`src/gpi_pkg.sv`:
```
package gpi_pkg;

  // Move kinds carried in the opcode field
  typedef enum logic [1:0] {
    OP_DIRECT = 2'd0,
    OP_TIMED  = 2'd1,
    OP_SPEED  = 2'd2,
    OP_NONE   = 2'd3
  } op_e;

  // Register indexes on the configuration port
  localparam logic [1:0] REG_SCALE_X = 2'd0;
  localparam logic [1:0] REG_SCALE_Y = 2'd1;
  localparam logic [1:0] REG_STEP    = 2'd2;
  localparam logic [1:0] REG_SPEED   = 2'd3;

  localparam int unsigned MaxSteps = 64;
  localparam int unsigned StepW    = 7;   // holds 0..MaxSteps
  localparam logic [19:0] MicrosPerSec = 20'd1000000;

  // Dividend and quotient width of the shared serial divider.
  // Speed moves: 17-bit magnitude times 1e6 fits in 37 bits.
  localparam int unsigned DivW = 37;
  localparam int unsigned DivCntW = 6;

  typedef enum logic [3:0] {
    ST_IDLE,
    ST_MUL,      // magnitude times 1e6, one bit a cycle
    ST_DUR_DIV,  // product / speed_limit
    ST_STEP_DIV, // duration / step_time
    ST_PT_DIV,   // |d*i| / steps per axis
    ST_SCALE,    // scale x then y, one bit a cycle each
    ST_EMIT
  } state_e;

  typedef struct packed {
    logic start;
    logic busy;
    logic done;
  } div_ctl_t;

endpackage

```
`src/gpi_div.sv`:
```
// Restoring divider, one quotient bit per cycle.
module gpi_div
  import gpi_pkg::*;
(
  input  logic              clk_i,
  input  logic              rst_ni,
  input  logic              start_i,
  input  logic [DivW-1:0]   dividend_i,
  input  logic [23:0]       divisor_i,
  output div_ctl_t          ctl_o,
  output logic [DivW-1:0]   quot_o,
  output logic [23:0]       rem_o
);

  logic [DivW-1:0]    quot_q, quot_d;
  logic [24:0]        rem_q, rem_d;
  logic [23:0]        dvs_q, dvs_d;
  logic [DivCntW-1:0] cnt_q, cnt_d;
  logic               busy_q, busy_d, done_q, done_d;
  logic [24:0]        trial;
  logic [25:0]        diff;

  // One shift-subtract step
  always_comb begin
    quot_d = quot_q;
    rem_d  = rem_q;
    dvs_d  = dvs_q;
    cnt_d  = cnt_q;
    busy_d = busy_q;
    done_d = 1'b0;
    trial  = {rem_q[23:0], quot_q[DivW-1]};
    diff   = {1'b0, trial} - {2'b0, dvs_q};
    if (start_i) begin
      quot_d = dividend_i;
      rem_d  = '0;
      dvs_d  = divisor_i;
      cnt_d  = DivCntW'(DivW);
      busy_d = 1'b1;
    end else if (busy_q) begin
      if (!diff[25]) begin
        rem_d  = diff[24:0];
        quot_d = {quot_q[DivW-2:0], 1'b1};
      end else begin
        rem_d  = trial;
        quot_d = {quot_q[DivW-2:0], 1'b0};
      end
      cnt_d = cnt_q - 1'b1;
      if (cnt_q == DivCntW'(1)) begin
        busy_d = 1'b0;
        done_d = 1'b1;
      end
    end
  end

  always_ff @(posedge clk_i or negedge rst_ni) begin
    if (!rst_ni) begin
      busy_q <= 1'b0;
      done_q <= 1'b0;
      cnt_q  <= '0;
    end else begin
      busy_q <= busy_d;
      done_q <= done_d;
      cnt_q  <= cnt_d;
    end
  end

  always_ff @(posedge clk_i) begin
    quot_q <= quot_d;
    rem_q  <= rem_d;
    dvs_q  <= dvs_d;
  end

  assign ctl_o  = '{start: start_i, busy: busy_q, done: done_q};
  assign quot_o = quot_q;
  assign rem_o  = rem_q[23:0];

endmodule

```
`src/galvo_point_interpolator.sv`:
```
// Channel  | Dir | Beat contents (low bit first)
// s_axis   | in  | tuser: opcode[1:0]; tdata: target_x, target_y, duration_micros
// m_axis   | out | tdata: out_x, out_y, x_changed, y_changed, wait_micros; tlast: last
// apb      | in  | scale_x @0, scale_y @4, step_time_micros @8, speed_limit @12
//
// One move at a time. Every point is scaled bit-serially, x then y, and costs
// one load of the output register; an interpolated point adds an x and a y
// axis divide. A timed move adds a step divide, a speed move a multiply and a
// duration divide before that. Async reset clears position and last emitted
// values. A stalled output beat holds; no new input is taken until the move's
// final beat has left.
module galvo_point_interpolator
  import gpi_pkg::*;
(
  input  logic        clk_i,
  input  logic        rst_ni,
  input  logic        s_axis_tvalid,
  output logic        s_axis_tready,
  input  logic [55:0] s_axis_tdata,  // target_x[15:0], target_y[31:16], duration[51:32]
  input  logic [1:0]  s_axis_tuser,  // opcode[1:0]
  output logic        m_axis_tvalid,
  input  logic        m_axis_tready,
  output logic [55:0] m_axis_tdata,  // out_x, out_y, x_chg[32], y_chg[33], wait[49:34]
  output logic        m_axis_tlast,  // last
  input  logic        psel,
  input  logic        penable,
  input  logic        pwrite,
  input  logic [3:0]  paddr,
  input  logic [31:0] pwdata,
  output logic [31:0] prdata,
  output logic        pready
);

  // Configuration registers
  logic signed [15:0] scale_x_q, scale_y_q;
  logic [15:0]        step_q;
  logic [23:0]        speed_q;
  logic               cfg_wr;
  logic [1:0]         cfg_idx;

  assign pready  = 1'b1;
  assign cfg_wr  = psel & penable & pwrite;
  assign cfg_idx = paddr[3:2];

  always_ff @(posedge clk_i or negedge rst_ni) begin
    if (!rst_ni) begin
      scale_x_q <= 16'sd4096;
      scale_y_q <= 16'sd4096;
      step_q    <= 16'd150;
      speed_q   <= 24'd32768;
    end else if (cfg_wr) begin
      case (cfg_idx)
        REG_SCALE_X: scale_x_q <= pwdata[15:0];
        REG_SCALE_Y: scale_y_q <= pwdata[15:0];
        REG_STEP:    step_q    <= pwdata[15:0];
        REG_SPEED:   speed_q   <= pwdata[23:0];
        default: ;
      endcase
    end
  end

  always_comb begin
    case (cfg_idx)
      REG_SCALE_X: prdata = {{16{scale_x_q[15]}}, scale_x_q};
      REG_SCALE_Y: prdata = {{16{scale_y_q[15]}}, scale_y_q};
      REG_STEP:    prdata = {16'd0, step_q};
      REG_SPEED:   prdata = {8'd0, speed_q};
      default:     prdata = '0;
    endcase
  end

  // Move state
  state_e state_q, state_d;
  logic signed [15:0] pos_x_q, pos_y_q, tx_q, ty_q, emx_q, emy_q;
  logic signed [16:0] dx_q, dy_q;
  logic [DivW-1:0]    dur_q;       // full duration, speed moves exceed 20 bits
  logic [DivW-1:0]    prod_q;
  logic [16:0]        mcand_q;
  logic [19:0]        mplier_q;
  logic [StepW-1:0]   steps_q, idx_q;
  logic [15:0]        rem_q;
  logic               axis_q;      // 0 = x, 1 = y
  logic               final_q;
  logic signed [15:0] px_q, py_q;
  logic [4:0]         bcnt_q;
  logic [35:0]        acc_q;       // serial product accumulator
  logic [16:0]        sh_q;        // multiplier bits, consumed low first
  logic signed [15:0] sx_q, sy_q;
  logic               out_vld_q;
  logic [55:0]        out_data_q;
  logic               out_last_q;
  logic               in_acc, out_acc;

  assign s_axis_tready = (state_q == ST_IDLE) && !out_vld_q;
  assign in_acc  = s_axis_tvalid && s_axis_tready;
  assign out_acc = m_axis_tvalid && m_axis_tready;
  assign m_axis_tvalid = out_vld_q;
  assign m_axis_tdata  = out_data_q;
  assign m_axis_tlast  = out_last_q;

  // Divider operands
  logic              div_start;
  logic [DivW-1:0]   div_a;
  logic [23:0]       div_b;
  div_ctl_t          div_ctl;
  logic [DivW-1:0]   div_quot;
  logic [23:0]       div_rem;
  logic [15:0]       st_eff;
  logic [23:0]       sp_eff;
  logic [16:0]       adx, ady, amag;
  logic [16:0]       dsel;
  logic [23:0]       dmul;     // |d| * i, at most 17+7 bits
  logic              multi_pt; // step divide leaves points to interpolate

  assign st_eff = (step_q == 16'd0) ? 16'd1 : step_q;
  assign sp_eff = (speed_q == 24'd0) ? 24'd1 : speed_q;
  assign adx  = dx_q[16] ? 17'(-dx_q) : 17'(dx_q);
  assign ady  = dy_q[16] ? 17'(-dy_q) : 17'(dy_q);
  assign amag = (adx > ady) ? adx : ady;
  assign dsel = axis_q ? ady : adx;
  assign dmul = 24'(dsel) * 24'(idx_q);
  assign multi_pt = (dur_q > DivW'(st_eff)) && (div_quot != DivW'(1));

  gpi_div u_div (
    .clk_i      (clk_i),
    .rst_ni     (rst_ni),
    .start_i    (div_start),
    .dividend_i (div_a),
    .divisor_i  (div_b),
    .ctl_o      (div_ctl),
    .quot_o     (div_quot),
    .rem_o      (div_rem)
  );

  // Interpolated coordinate from divider quotient
  logic signed [16:0] ofs;
  logic               neg_sel;
  logic signed [15:0] base_sel, pt;
  assign neg_sel  = axis_q ? dy_q[16] : dx_q[16];
  assign base_sel = axis_q ? pos_y_q : pos_x_q;
  assign ofs = neg_sel ? -$signed({1'b0, div_quot[15:0]}) : $signed({1'b0, div_quot[15:0]});
  assign pt  = 16'(base_sel + ofs);

  // Serial scaling operand selection
  logic signed [15:0] coord_sel, gain_sel;
  logic [35:0]        add_term;
  logic signed [35:0] sc_full, rnd;
  logic signed [23:0] q_sh;
  logic signed [15:0] sat;
  assign coord_sel = axis_q ? py_q : px_q;
  assign gain_sel  = axis_q ? scale_y_q : scale_x_q;
  // multiplicand = coord (sign-extended), multiplier = gain two's complement;
  // top multiplier bit has negative weight
  assign add_term = sh_q[0] ? (36'($signed(coord_sel)) << bcnt_q) : 36'd0;
  assign sc_full  = (bcnt_q == 5'd15) ? $signed(acc_q - add_term) : $signed(acc_q + add_term);
  assign rnd  = sc_full + 36'sd2048;
  assign q_sh = 24'(rnd >>> 12);
  assign sat  = (q_sh > 24'sd32767) ? 16'sh7FFF :
                (q_sh < -24'sd32768) ? 16'sh8000 : 16'(q_sh);

  // Next state
  always_comb begin
    state_d = state_q;
    case (state_q)
      ST_IDLE: if (in_acc) begin
        case (op_e'(s_axis_tuser))
          OP_DIRECT: state_d = ST_SCALE;
          OP_TIMED:  state_d = ST_STEP_DIV;
          OP_SPEED:  state_d = ST_MUL;
          default:   state_d = ST_IDLE;
        endcase
      end
      ST_MUL:      if (mplier_q == 20'd0 && bcnt_q == 5'd31) state_d = ST_DUR_DIV;
      ST_DUR_DIV:  if (div_ctl.done) state_d = ST_STEP_DIV;
      ST_STEP_DIV: if (div_ctl.done) state_d = multi_pt ? ST_PT_DIV : ST_SCALE;
      ST_PT_DIV:   if (div_ctl.done) state_d = axis_q ? ST_SCALE : ST_PT_DIV;
      ST_SCALE:    if (bcnt_q == 5'd15 && axis_q) state_d = ST_EMIT;
      ST_EMIT:     if (!out_vld_q)
                     state_d = final_q ? ST_IDLE :
                               ((idx_q + 1'b1 == steps_q) ? ST_SCALE : ST_PT_DIV);
      default:     state_d = ST_IDLE;
    endcase
  end

  // Divider launch request; its registered copy drives the divider start
  logic launch_q, launch_d;
  always_comb begin
    launch_d = 1'b0;
    case (state_q)
      ST_IDLE:     launch_d = in_acc && (op_e'(s_axis_tuser) == OP_TIMED);
      ST_MUL:      launch_d = (mplier_q == 20'd0) && (bcnt_q == 5'd31);
      ST_DUR_DIV:  launch_d = div_ctl.done;
      ST_STEP_DIV: launch_d = div_ctl.done && multi_pt;
      ST_PT_DIV:   launch_d = div_ctl.done && !axis_q;
      ST_EMIT:     launch_d = !out_vld_q && !final_q && (idx_q + 1'b1 != steps_q);
      default:     launch_d = 1'b0;
    endcase
  end

  // Divider launch control
  always_comb begin
    div_start = 1'b0;
    div_a = '0;
    div_b = '0;
    case (state_q)
      ST_DUR_DIV:  begin div_a = prod_q; div_b = sp_eff; div_start = launch_q; end
      ST_STEP_DIV: begin div_a = dur_q; div_b = 24'(st_eff); div_start = launch_q; end
      ST_PT_DIV:   begin div_a = DivW'(dmul); div_b = 24'(steps_q); div_start = launch_q; end
      default: ;
    endcase
  end

  // Datapath
  always_ff @(posedge clk_i or negedge rst_ni) begin
    if (!rst_ni) begin
      state_q   <= ST_IDLE;
      pos_x_q   <= '0;
      pos_y_q   <= '0;
      emx_q     <= '0;
      emy_q     <= '0;
      out_vld_q <= 1'b0;
      launch_q  <= 1'b0;
      axis_q    <= 1'b0;
      final_q   <= 1'b0;
      bcnt_q    <= '0;
      idx_q     <= '0;
    end else begin
      state_q  <= state_d;
      launch_q <= launch_d;
      if (out_acc) out_vld_q <= 1'b0;
      case (state_q)
        ST_IDLE: if (in_acc) begin
          tx_q    <= s_axis_tdata[15:0];
          ty_q    <= s_axis_tdata[31:16];
          dur_q   <= DivW'(s_axis_tdata[51:32]);
          dx_q    <= 17'($signed(s_axis_tdata[15:0])) - 17'(pos_x_q);
          dy_q    <= 17'($signed(s_axis_tdata[31:16])) - 17'(pos_y_q);
          px_q    <= s_axis_tdata[15:0];
          py_q    <= s_axis_tdata[31:16];
          final_q <= 1'b1;
          rem_q   <= '0;
          axis_q  <= 1'b0;
          idx_q   <= StepW'(1);
          bcnt_q  <= '0;
          acc_q   <= '0;
          sh_q    <= {1'b0, scale_x_q};
          prod_q  <= '0;
          mplier_q <= MicrosPerSec;
        end
        ST_MUL: begin
          // shift-add, one multiplier bit per cycle
          if (bcnt_q == 5'd0) mcand_q <= amag;
          else begin
            if (mplier_q[0]) prod_q <= prod_q + (DivW'(mcand_q) << (bcnt_q - 1'b1));
            mplier_q <= mplier_q >> 1;
          end
          if (state_d == ST_DUR_DIV) bcnt_q <= '0;
          else if (mplier_q == 20'd0 && bcnt_q != 5'd0) bcnt_q <= 5'd31;
          else bcnt_q <= bcnt_q + 1'b1;
        end
        ST_DUR_DIV: if (div_ctl.done) begin
          dur_q <= div_quot;
        end
        ST_STEP_DIV: if (div_ctl.done) begin
          if (dur_q > DivW'(st_eff)) begin
            steps_q <= (div_quot > DivW'(MaxSteps)) ? StepW'(MaxSteps) : StepW'(div_quot);
            rem_q   <= div_rem[15:0];
            final_q <= (div_quot == DivW'(1));
          end else begin
            final_q <= 1'b1;
            rem_q   <= '0;
          end
          axis_q <= 1'b0;
          sh_q   <= {1'b0, scale_x_q};
          acc_q  <= '0;
          bcnt_q <= '0;
        end
        ST_PT_DIV: if (div_ctl.done) begin
          if (!axis_q) begin
            px_q <= pt;
            axis_q <= 1'b1;
          end else begin
            py_q <= pt;
            axis_q <= 1'b0;
            sh_q <= {1'b0, scale_x_q};
            acc_q <= '0;
            bcnt_q <= '0;
          end
        end
        ST_SCALE: begin
          if (bcnt_q == 5'd15) begin
            if (!axis_q) sx_q <= sat; else sy_q <= sat;
            axis_q <= ~axis_q;
            acc_q  <= '0;
            bcnt_q <= '0;
            sh_q   <= {1'b0, scale_y_q};
          end else begin
            acc_q  <= 36'(sc_full);
            sh_q   <= sh_q >> 1;
            bcnt_q <= bcnt_q + 1'b1;
          end
        end
        ST_EMIT: if (!out_vld_q) begin
          out_vld_q  <= 1'b1;
          out_last_q <= final_q;
          out_data_q <= {6'd0, (final_q ? rem_q : 16'd0),
                         (sy_q != emy_q), (sx_q != emx_q), sy_q, sx_q};
          emx_q <= sx_q;
          emy_q <= sy_q;
          axis_q <= 1'b0;
          sh_q   <= {1'b0, scale_x_q};
          acc_q  <= '0;
          bcnt_q <= '0;
          if (final_q) begin
            pos_x_q <= tx_q;
            pos_y_q <= ty_q;
          end else if (idx_q + 1'b1 == steps_q) begin
            idx_q   <= idx_q + 1'b1;
            final_q <= 1'b1;
            px_q    <= tx_q;
            py_q    <= ty_q;
          end else begin
            idx_q <= idx_q + 1'b1;
          end
        end
        default: ;
      endcase
    end
  end

  // Assertions
  a_out_hold: assert property (@(posedge clk_i) disable iff (!rst_ni)
    m_axis_tvalid && !m_axis_tready |=> m_axis_tvalid)
    else $error("output beat dropped under stall");
  a_no_in_busy: assert property (@(posedge clk_i) disable iff (!rst_ni)
    (state_q != ST_IDLE) |-> !s_axis_tready)
    else $error("input taken during a move");
  a_div_once: assert property (@(posedge clk_i) disable iff (!rst_ni)
    div_ctl.start |-> !div_ctl.busy)
    else $error("divider restarted while busy");

endmodule
```
`config.mk`:
```
export PLATFORM = sky130hd
export DESIGN_NAME = galvo_point_interpolator
export DESIGN_NICKNAME = d
export VERILOG_FILES = /design/src/gpi_pkg.sv /design/src/gpi_div.sv /design/src/galvo_point_interpolator.sv
export SDC_FILE = /design/constraint.sdc
export NUM_CORES = 2
export LEC_CHECK = 0
export ABC_AREA = 1
export BUFFER_PORTS_ARGS = -buffer_cell sky130_fd_sc_hd__buf_4
export CAP_MARGIN = 0
export CORE_MARGIN = 2
export CORE_UTILIZATION = 50
export DETAILED_ROUTE_END_ITERATION = 10
export GPL_TIMING_DRIVEN = 0
export PLACE_DENSITY = 0.67
export SYNTH_ARGS = -nofsm -noshare
export SYNTH_HDL_FRONTEND = slang
export SYNTH_HIERARCHICAL = 1
export SYNTH_SLANG_ARGS = --single-unit
```
`constraint.sdc`:
```
create_clock -name clk_i -period 10.05 [get_ports clk_i]
set_input_delay 2.01 -clock clk_i [delete_from_list [all_inputs] [get_ports clk_i]]
set_output_delay 2.01 -clock clk_i [all_outputs]
set_load 0.02 [all_outputs]
```
# ---- After elaboration in Yosys (flattened, before gate mapping)
# Cells that the tools add are included.
dict set report word_totals {
  inputBits 101
  word_cells 272
  reg_bits 617
  output_inout_bits 92
}
dict set report classes {
  n_mul 1
  bitwise 4
  magnitude_cmp 5
  mux 116
  addsub 15
  eq_ne 33
  reduce_logical 56
  shifts 2
}
# op n
set ops {}
lappend ops {{$mux W16} 22}
lappend ops {{$mux W36} 8}
lappend ops {{$mux W37} 7}
lappend ops {{$pmux W36 S5} 1}
lappend ops {{$mux W17} 9}
lappend ops {{$pmux W37 S2} 2}
lappend ops {{$pmux W32 S4} 1}
lappend ops {{$pmux W37 S3} 1}
lappend ops {{$pmux W16 S3} 2}
lappend ops {{$pmux W17 S5} 1}
lappend ops {{$pmux W24 S3} 1}
lappend ops {{$mux W24} 2}
lappend ops {{$mux W20} 2}
lappend ops {{$mux W5} 8}
lappend ops {{$pmux W20 S2} 1}
lappend ops {{$add A37 B37 Y37} 1}
lappend ops {{$eq A37 B1 Y1 const B} 1}
lappend ops {{$gt A37 B16 Y1} 1}
lappend ops {{$gt A37 B7 Y1 const B} 1}
lappend ops {{$ne A37 B1 Y1 const B} 1}
lappend ops {{$shl A17 B5 Y37} 1}
lappend ops {{$add A36 B13 Y36 const B} 1}
lappend ops {{$add A36 B36 Y36} 1}
lappend ops {{$shl A36 B5 Y36} 1}
lappend ops {{other kinds (62)} 155}

# ---- Logic depth before layout (Yosys ltp)
dict set report depth {
  word_depth 10
  ltp_mapped 45
  mapped_depth_nobuf 44
}

# ---- Hierarchy
# Netlist, hierarchy kept.
# module n_inst seq_area_each_um2 cells_per_inst area_each_um2
set by_module_without_submodules {}
lappend by_module_without_submodules {galvo_point_interpolator 1 14933.1 5027 38735.9}
lappend by_module_without_submodules {gpi_div 1 2512.4 796 5791.8}

# ---- Worst setup path before layout
# Ideal clock, no wire load.
dict set report synth_path {
  kind {input -> register}
  from {in s_axis_tvalid}
  to {reg acc_q[0] (enable)}
  required_ps 9459
  path_buffers 0
  setup_slack_ps 1998
  arrival_ps 7462
  stages 6
  cell_sequence {nand2_1 -> inv_1 -> nor2_1 -> nor2_1 -> nand2_1 -> nor4_1}
}
dict set report synth_between {
  elab_chain_len 3
}
# element line_no
set synth_lines {}
lappend synth_lines {{from (decl)} galvo_point_interpolator.sv:17} ;# input logic s_axis_tvalid,
lappend synth_lines {{$logic_and A1 B1 Y1} galvo_point_interpolator.sv:95} ;# assign in_acc = s_axis_tvalid && s_axis_tready;
lappend synth_lines {{$ne A2 B2 Y1 (no line)} -}
lappend synth_lines {{$reduce_and A7 Y1 (no line)} -}
lappend synth_lines {{to (signal assigned)} galvo_point_interpolator.sv:298} ;# acc_q <= 36'(sc_full);
lappend synth_lines {{to (decl)} galvo_point_interpolator.sv:86} ;# logic [35:0] acc_q;
# No other way between the ends.
# A chain may end at the register's enable or synchronous reset.

# ---- Worst setup path in the final report
dict set report layout_path {
  from {reg dx_q[0]}
  to {reg u_div.quot_q[20], in the netlist u_div/quot_o[20] (data pin)}
}
dict set report layout_between {
  elab_chain_len 6
}
# element line_no
set layout_lines {}
lappend layout_lines {{from (decl)} galvo_point_interpolator.sv:75} ;# logic signed [16:0] dx_q, dy_q;
lappend layout_lines {{from (signal assigned)} galvo_point_interpolator.sv:236} ;# dx_q <= 17'($signed(s_axis_tdata[15:0])) - 17'(pos_x_q);
lappend layout_lines {{$neg A17 Y17} galvo_point_interpolator.sv:117} ;# assign adx = dx_q[16] ? 17'(-dx_q) : 17'(dx_q);
lappend layout_lines {{$mux W17 *} galvo_point_interpolator.sv:117}
lappend layout_lines {{$mux W17 *} galvo_point_interpolator.sv:120} ;# assign dsel = axis_q ? ady : adx;
lappend layout_lines {{$mul A17 B7 Y24 *} galvo_point_interpolator.sv:121} ;# assign dmul = 24'(dsel) * 24'(idx_q);
lappend layout_lines {{$pmux W37 S3 *} galvo_point_interpolator.sv:205} ;# case (state_q)
lappend layout_lines {{net div_a[20]} galvo_point_interpolator.sv:103} ;# logic [DivW-1:0] div_a;
lappend layout_lines {{$mux W37 *} gpi_div.sv:33} ;# if (start_i) begin
lappend layout_lines {{net u_div.quot_d[20]} gpi_div.sv:15} ;# logic [DivW-1:0] quot_q, quot_d;
lappend layout_lines {{to (signal assigned)} gpi_div.sv:68} ;# quot_q <= quot_d;
lappend layout_lines {{to (decl)} gpi_div.sv:15}
# Mark *: on every way through the listed nets, which the timed path passes. The rest lies on a longest branch.

==> out/summary.log <==
INFO  grt            grt_use_met3=3.42%
INFO  place          gp_congestion=0.967
INFO  clock_network  post-cts-setup-buffers=0
INFO  status         outcome=completed
INFO  power_and_ir_drop ir_worst_vdd=0.000129V
INFO  clock_network  clock-root-buffer=sky130_fd_sc_hd__clkbuf_16
INFO  clock_network  post_cts_sizing=0
INFO  setup_path     cp_max_fo=6
INFO  route          post-route-drc-count=0
INFO  logic_synthesis area_of_the_mapped_netlist=0.0445mm²
INFO  setup_path     crit_slowest_cell=sky130_fd_sc_hd__fa_1
INFO  sta            fin_skew=23.2ps
INFO  setup_path     critical_path.endpoint_type=flip-flop
INFO  final_layout   nNetsFinal=6503
INFO  setup_path     setup.worst_path.class=reg2reg
INFO  sta            worst-slew-pin-transition=1320ps
INFO  grt            maximum_number_of_pins_on_one_net_before_global_route_repair=85
INFO  floorplanning  core=0.0882mm²
INFO  final_layout   stdcell_count=7313
INFO  logic_synthesis synthesis.area_per_instance=7.65µm²
INFO  power_and_ir_drop leakagePower=23.8nW
INFO  logic_synthesis syn_inst=5821
INFO  sta            setup_viol_count_final=0
INFO  route          vias=39900
INFO  final_layout   post-route-cell-area=0.0500mm²
INFO  clock_network  worst_setup_hold_path_clk_slew=60ps
INFO  sta            final-max-slew-violation-count=0
INFO  grt            grt_pass1_wl=213mm
INFO  sta            timing_limited_maximum_frequency=135MHz
INFO  place          hpwl_after_detailed_placement=114mm
INFO  route          avgViaCountPerCell=5.45
INFO  place          postPlaceCellArea=0.0476mm²
INFO  setup_path     cp_data_arrival_time=7780ps
INFO  logic_synthesis ys.warnings.count=6
INFO  final_layout   num_antenna_cells=0
INFO  grt            m2_gr_usage=50.1%
INFO  grt            grt_busiest_layer=met2
INFO  sta            timing_hold_violations_final=0
INFO  clock_network  tritoncts=done
INFO  clock_network  holdBufCountCts=0
INFO  grt            first_global_vias=37600
INFO  floorplanning  cell_row_count=109
INFO  grt            use_met1=41.3%
INFO  grt            number_of_antenna_violations_at_the_first_check_in_global_routing=1
INFO  sta            period_minus_slack=7390ps
INFO  sta            fin_crit_sh=73.5%
INFO  place          pre_cts_ws=2750ps
INFO  final_layout   layout-drive-gt1-share=8.91%
INFO  sta            hold_ws=477ps
INFO  grt            grt_usage=30.3%
INFO  setup_path     path_common_cell=sky130_fd_sc_hd__nand2_1
INFO  place          portBuffers=171
INFO  power_and_ir_drop power-per-cell-area=213mW/mm²
INFO  clock_network  cts.sink_count=616
INFO  route          totalWireLength=140mm
INFO  route          drt-initial-drc-count=3590
INFO  route          number_of_detailed_routing_iterations_run_before_antenna_repair=6
INFO  route          avgRoutedWirePerCell=19.1µm
INFO  floorplanning  io-pin-count=193
INFO  clock_network  cts_buffer_depth=3
INFO  setup_path     critical_path.startpoint_type=flip-flop
INFO  power_and_ir_drop total_power=10.6mW
INFO  hold_path      worst_hold_path_type=reg2reg
INFO  final_layout   areaGrowthSynthToFinish=12.4%
INFO  clock_network  cts-htree-levels=3
INFO  route          drtAntennaViolNets=0
INFO  clock_network  insertion_delay=640ps
INFO  sta            rsz_0062_raised_after_global_routing=false
INFO  floorplanning  floorplan.die.height=302µm
INFO  sta            worst_slew_margin_rel=11.4%
INFO  clock_network  num_cts_buffers=72
INFO  sta            fin_ws=2660ps
INFO  place          place.detailed.instances=7182
INFO  floorplanning  die-area=0.0914mm²
INFO  setup_path     worst_path_largest_cell_delay=520ps
INFO  floorplanning  fp.dieW=302µm
INFO  setup_path     worst-endpoint-required=10440ps
INFO  floorplanning  start_util=50.4%
INFO  run            max-cap-violations=0
INFO  grt            grt_remaining_overflow=0
-- per-layer routing --
| metal | up-vias | part of all wire, % |
|---|---|---|
| li1 | 19500 | - |
| met1 | 18700 | 43 |
| met2 | 1481 | 46 |
| met3 | 253 | 7.1 |
| met4 | 0 | 3.4 |
| met5 | - | 0 |
-- worst paths after layout --
path | from | end | slack (ps) | cells after the start
min in group asynchronous | rst_ni | speed_q[20] | 1330 | 1
hold reg to reg | u_div/rem_q[23] | u_div/rem_q[23] | 480 | 2
hold / removal | u_div/rem_q[23] | u_div/rem_q[23] | 480 | 2
setup / recovery | dx_q[0] | u_div/quot_o[20] | 2660 | 33
max in group asynchronous | rst_ni | emy_q[7] | 7750 | 2
setup reg to reg | dx_q[0] | u_div/quot_o[20] | 2660 | 33
-- report_power, final --
group	leakage (nW)	total (mW)	internal [mW]	switching, mW
Sequential	6.23	3.29	3.08	0.210
Combinational	16.4	4.66	1.46	3.20
Clock	1.18	2.69	1.58	1.11
-- through the flow --
stage | TNS (ps) | utilization (%)
floorplan | 0 | -
global placement | -116860 | 53.6
detailed placement | 0 | 54.0
CTS | 0 | 56.7
global route | 0 | 56.7
finish | 0 | 56.7
-- final cells by class --
cell class | count | area [µm²]
plain buffers | 186 | 871
clock buffers | 102 | 2120
clock inverters | 29 | 283
fillers | 8349 | 38200
inverters | 902 | 3390
multi-input cells | 4123 | 22900
flip-flops and latches | 616 | 17400
well taps | 1165 | 1460
repair buffers | 190 | 1560
-- flip-flops by register name, indices dropped and copies added, names as in the netlist, 17 cells and up --
signal	count
prod_q	37
speed_q	24
acc_q	36
u_div/quot_o	37
dy_q	17
m_axis_tdata	50
u_div/rem_q	24
u_div/dvs_q	24
dur_q	37
mcand_q	17
dx_q	17
mplier_q	20
-- placed cells by master, fill, tap and decap left out, types with 49 or more instances in the layout --
cell type and count:
sky130_fd_sc_hd__ha_1 231, sky130_fd_sc_hd__o21ai_0 356, sky130_fd_sc_hd__clkbuf_16 78, sky130_fd_sc_hd__a21oi_1 251, sky130_fd_sc_hd__buf_4 196, sky130_fd_sc_hd__nor3_1 52
sky130_fd_sc_hd__nand4_1 71, sky130_fd_sc_hd__inv_1 869, sky130_fd_sc_hd__fa_1 80, sky130_fd_sc_hd__nor2_1 441, sky130_fd_sc_hd__clkbuf_1 149, sky130_fd_sc_hd__dfrtp_1 157
sky130_fd_sc_hd__xnor2_1 70, sky130_fd_sc_hd__nand2_2 49, sky130_fd_sc_hd__xor2_1 110, sky130_fd_sc_hd__nand2_1 1693, sky130_fd_sc_hd__edfxtp_1 428, sky130_fd_sc_hd__nand3_1 321
-- worst max-delay path, delay by kind of cell, from the launching register on --
family                     cells  cell delay (ps)
buffers and inverters          6              630
AOI/OAI and AO/OA              5              980
and+or+nand+nor               15             2160
DFF                            1              470
adders and majority gates      6             2550
xor gates and xnor gates       1              330
(Power assumes the default switching activity.)
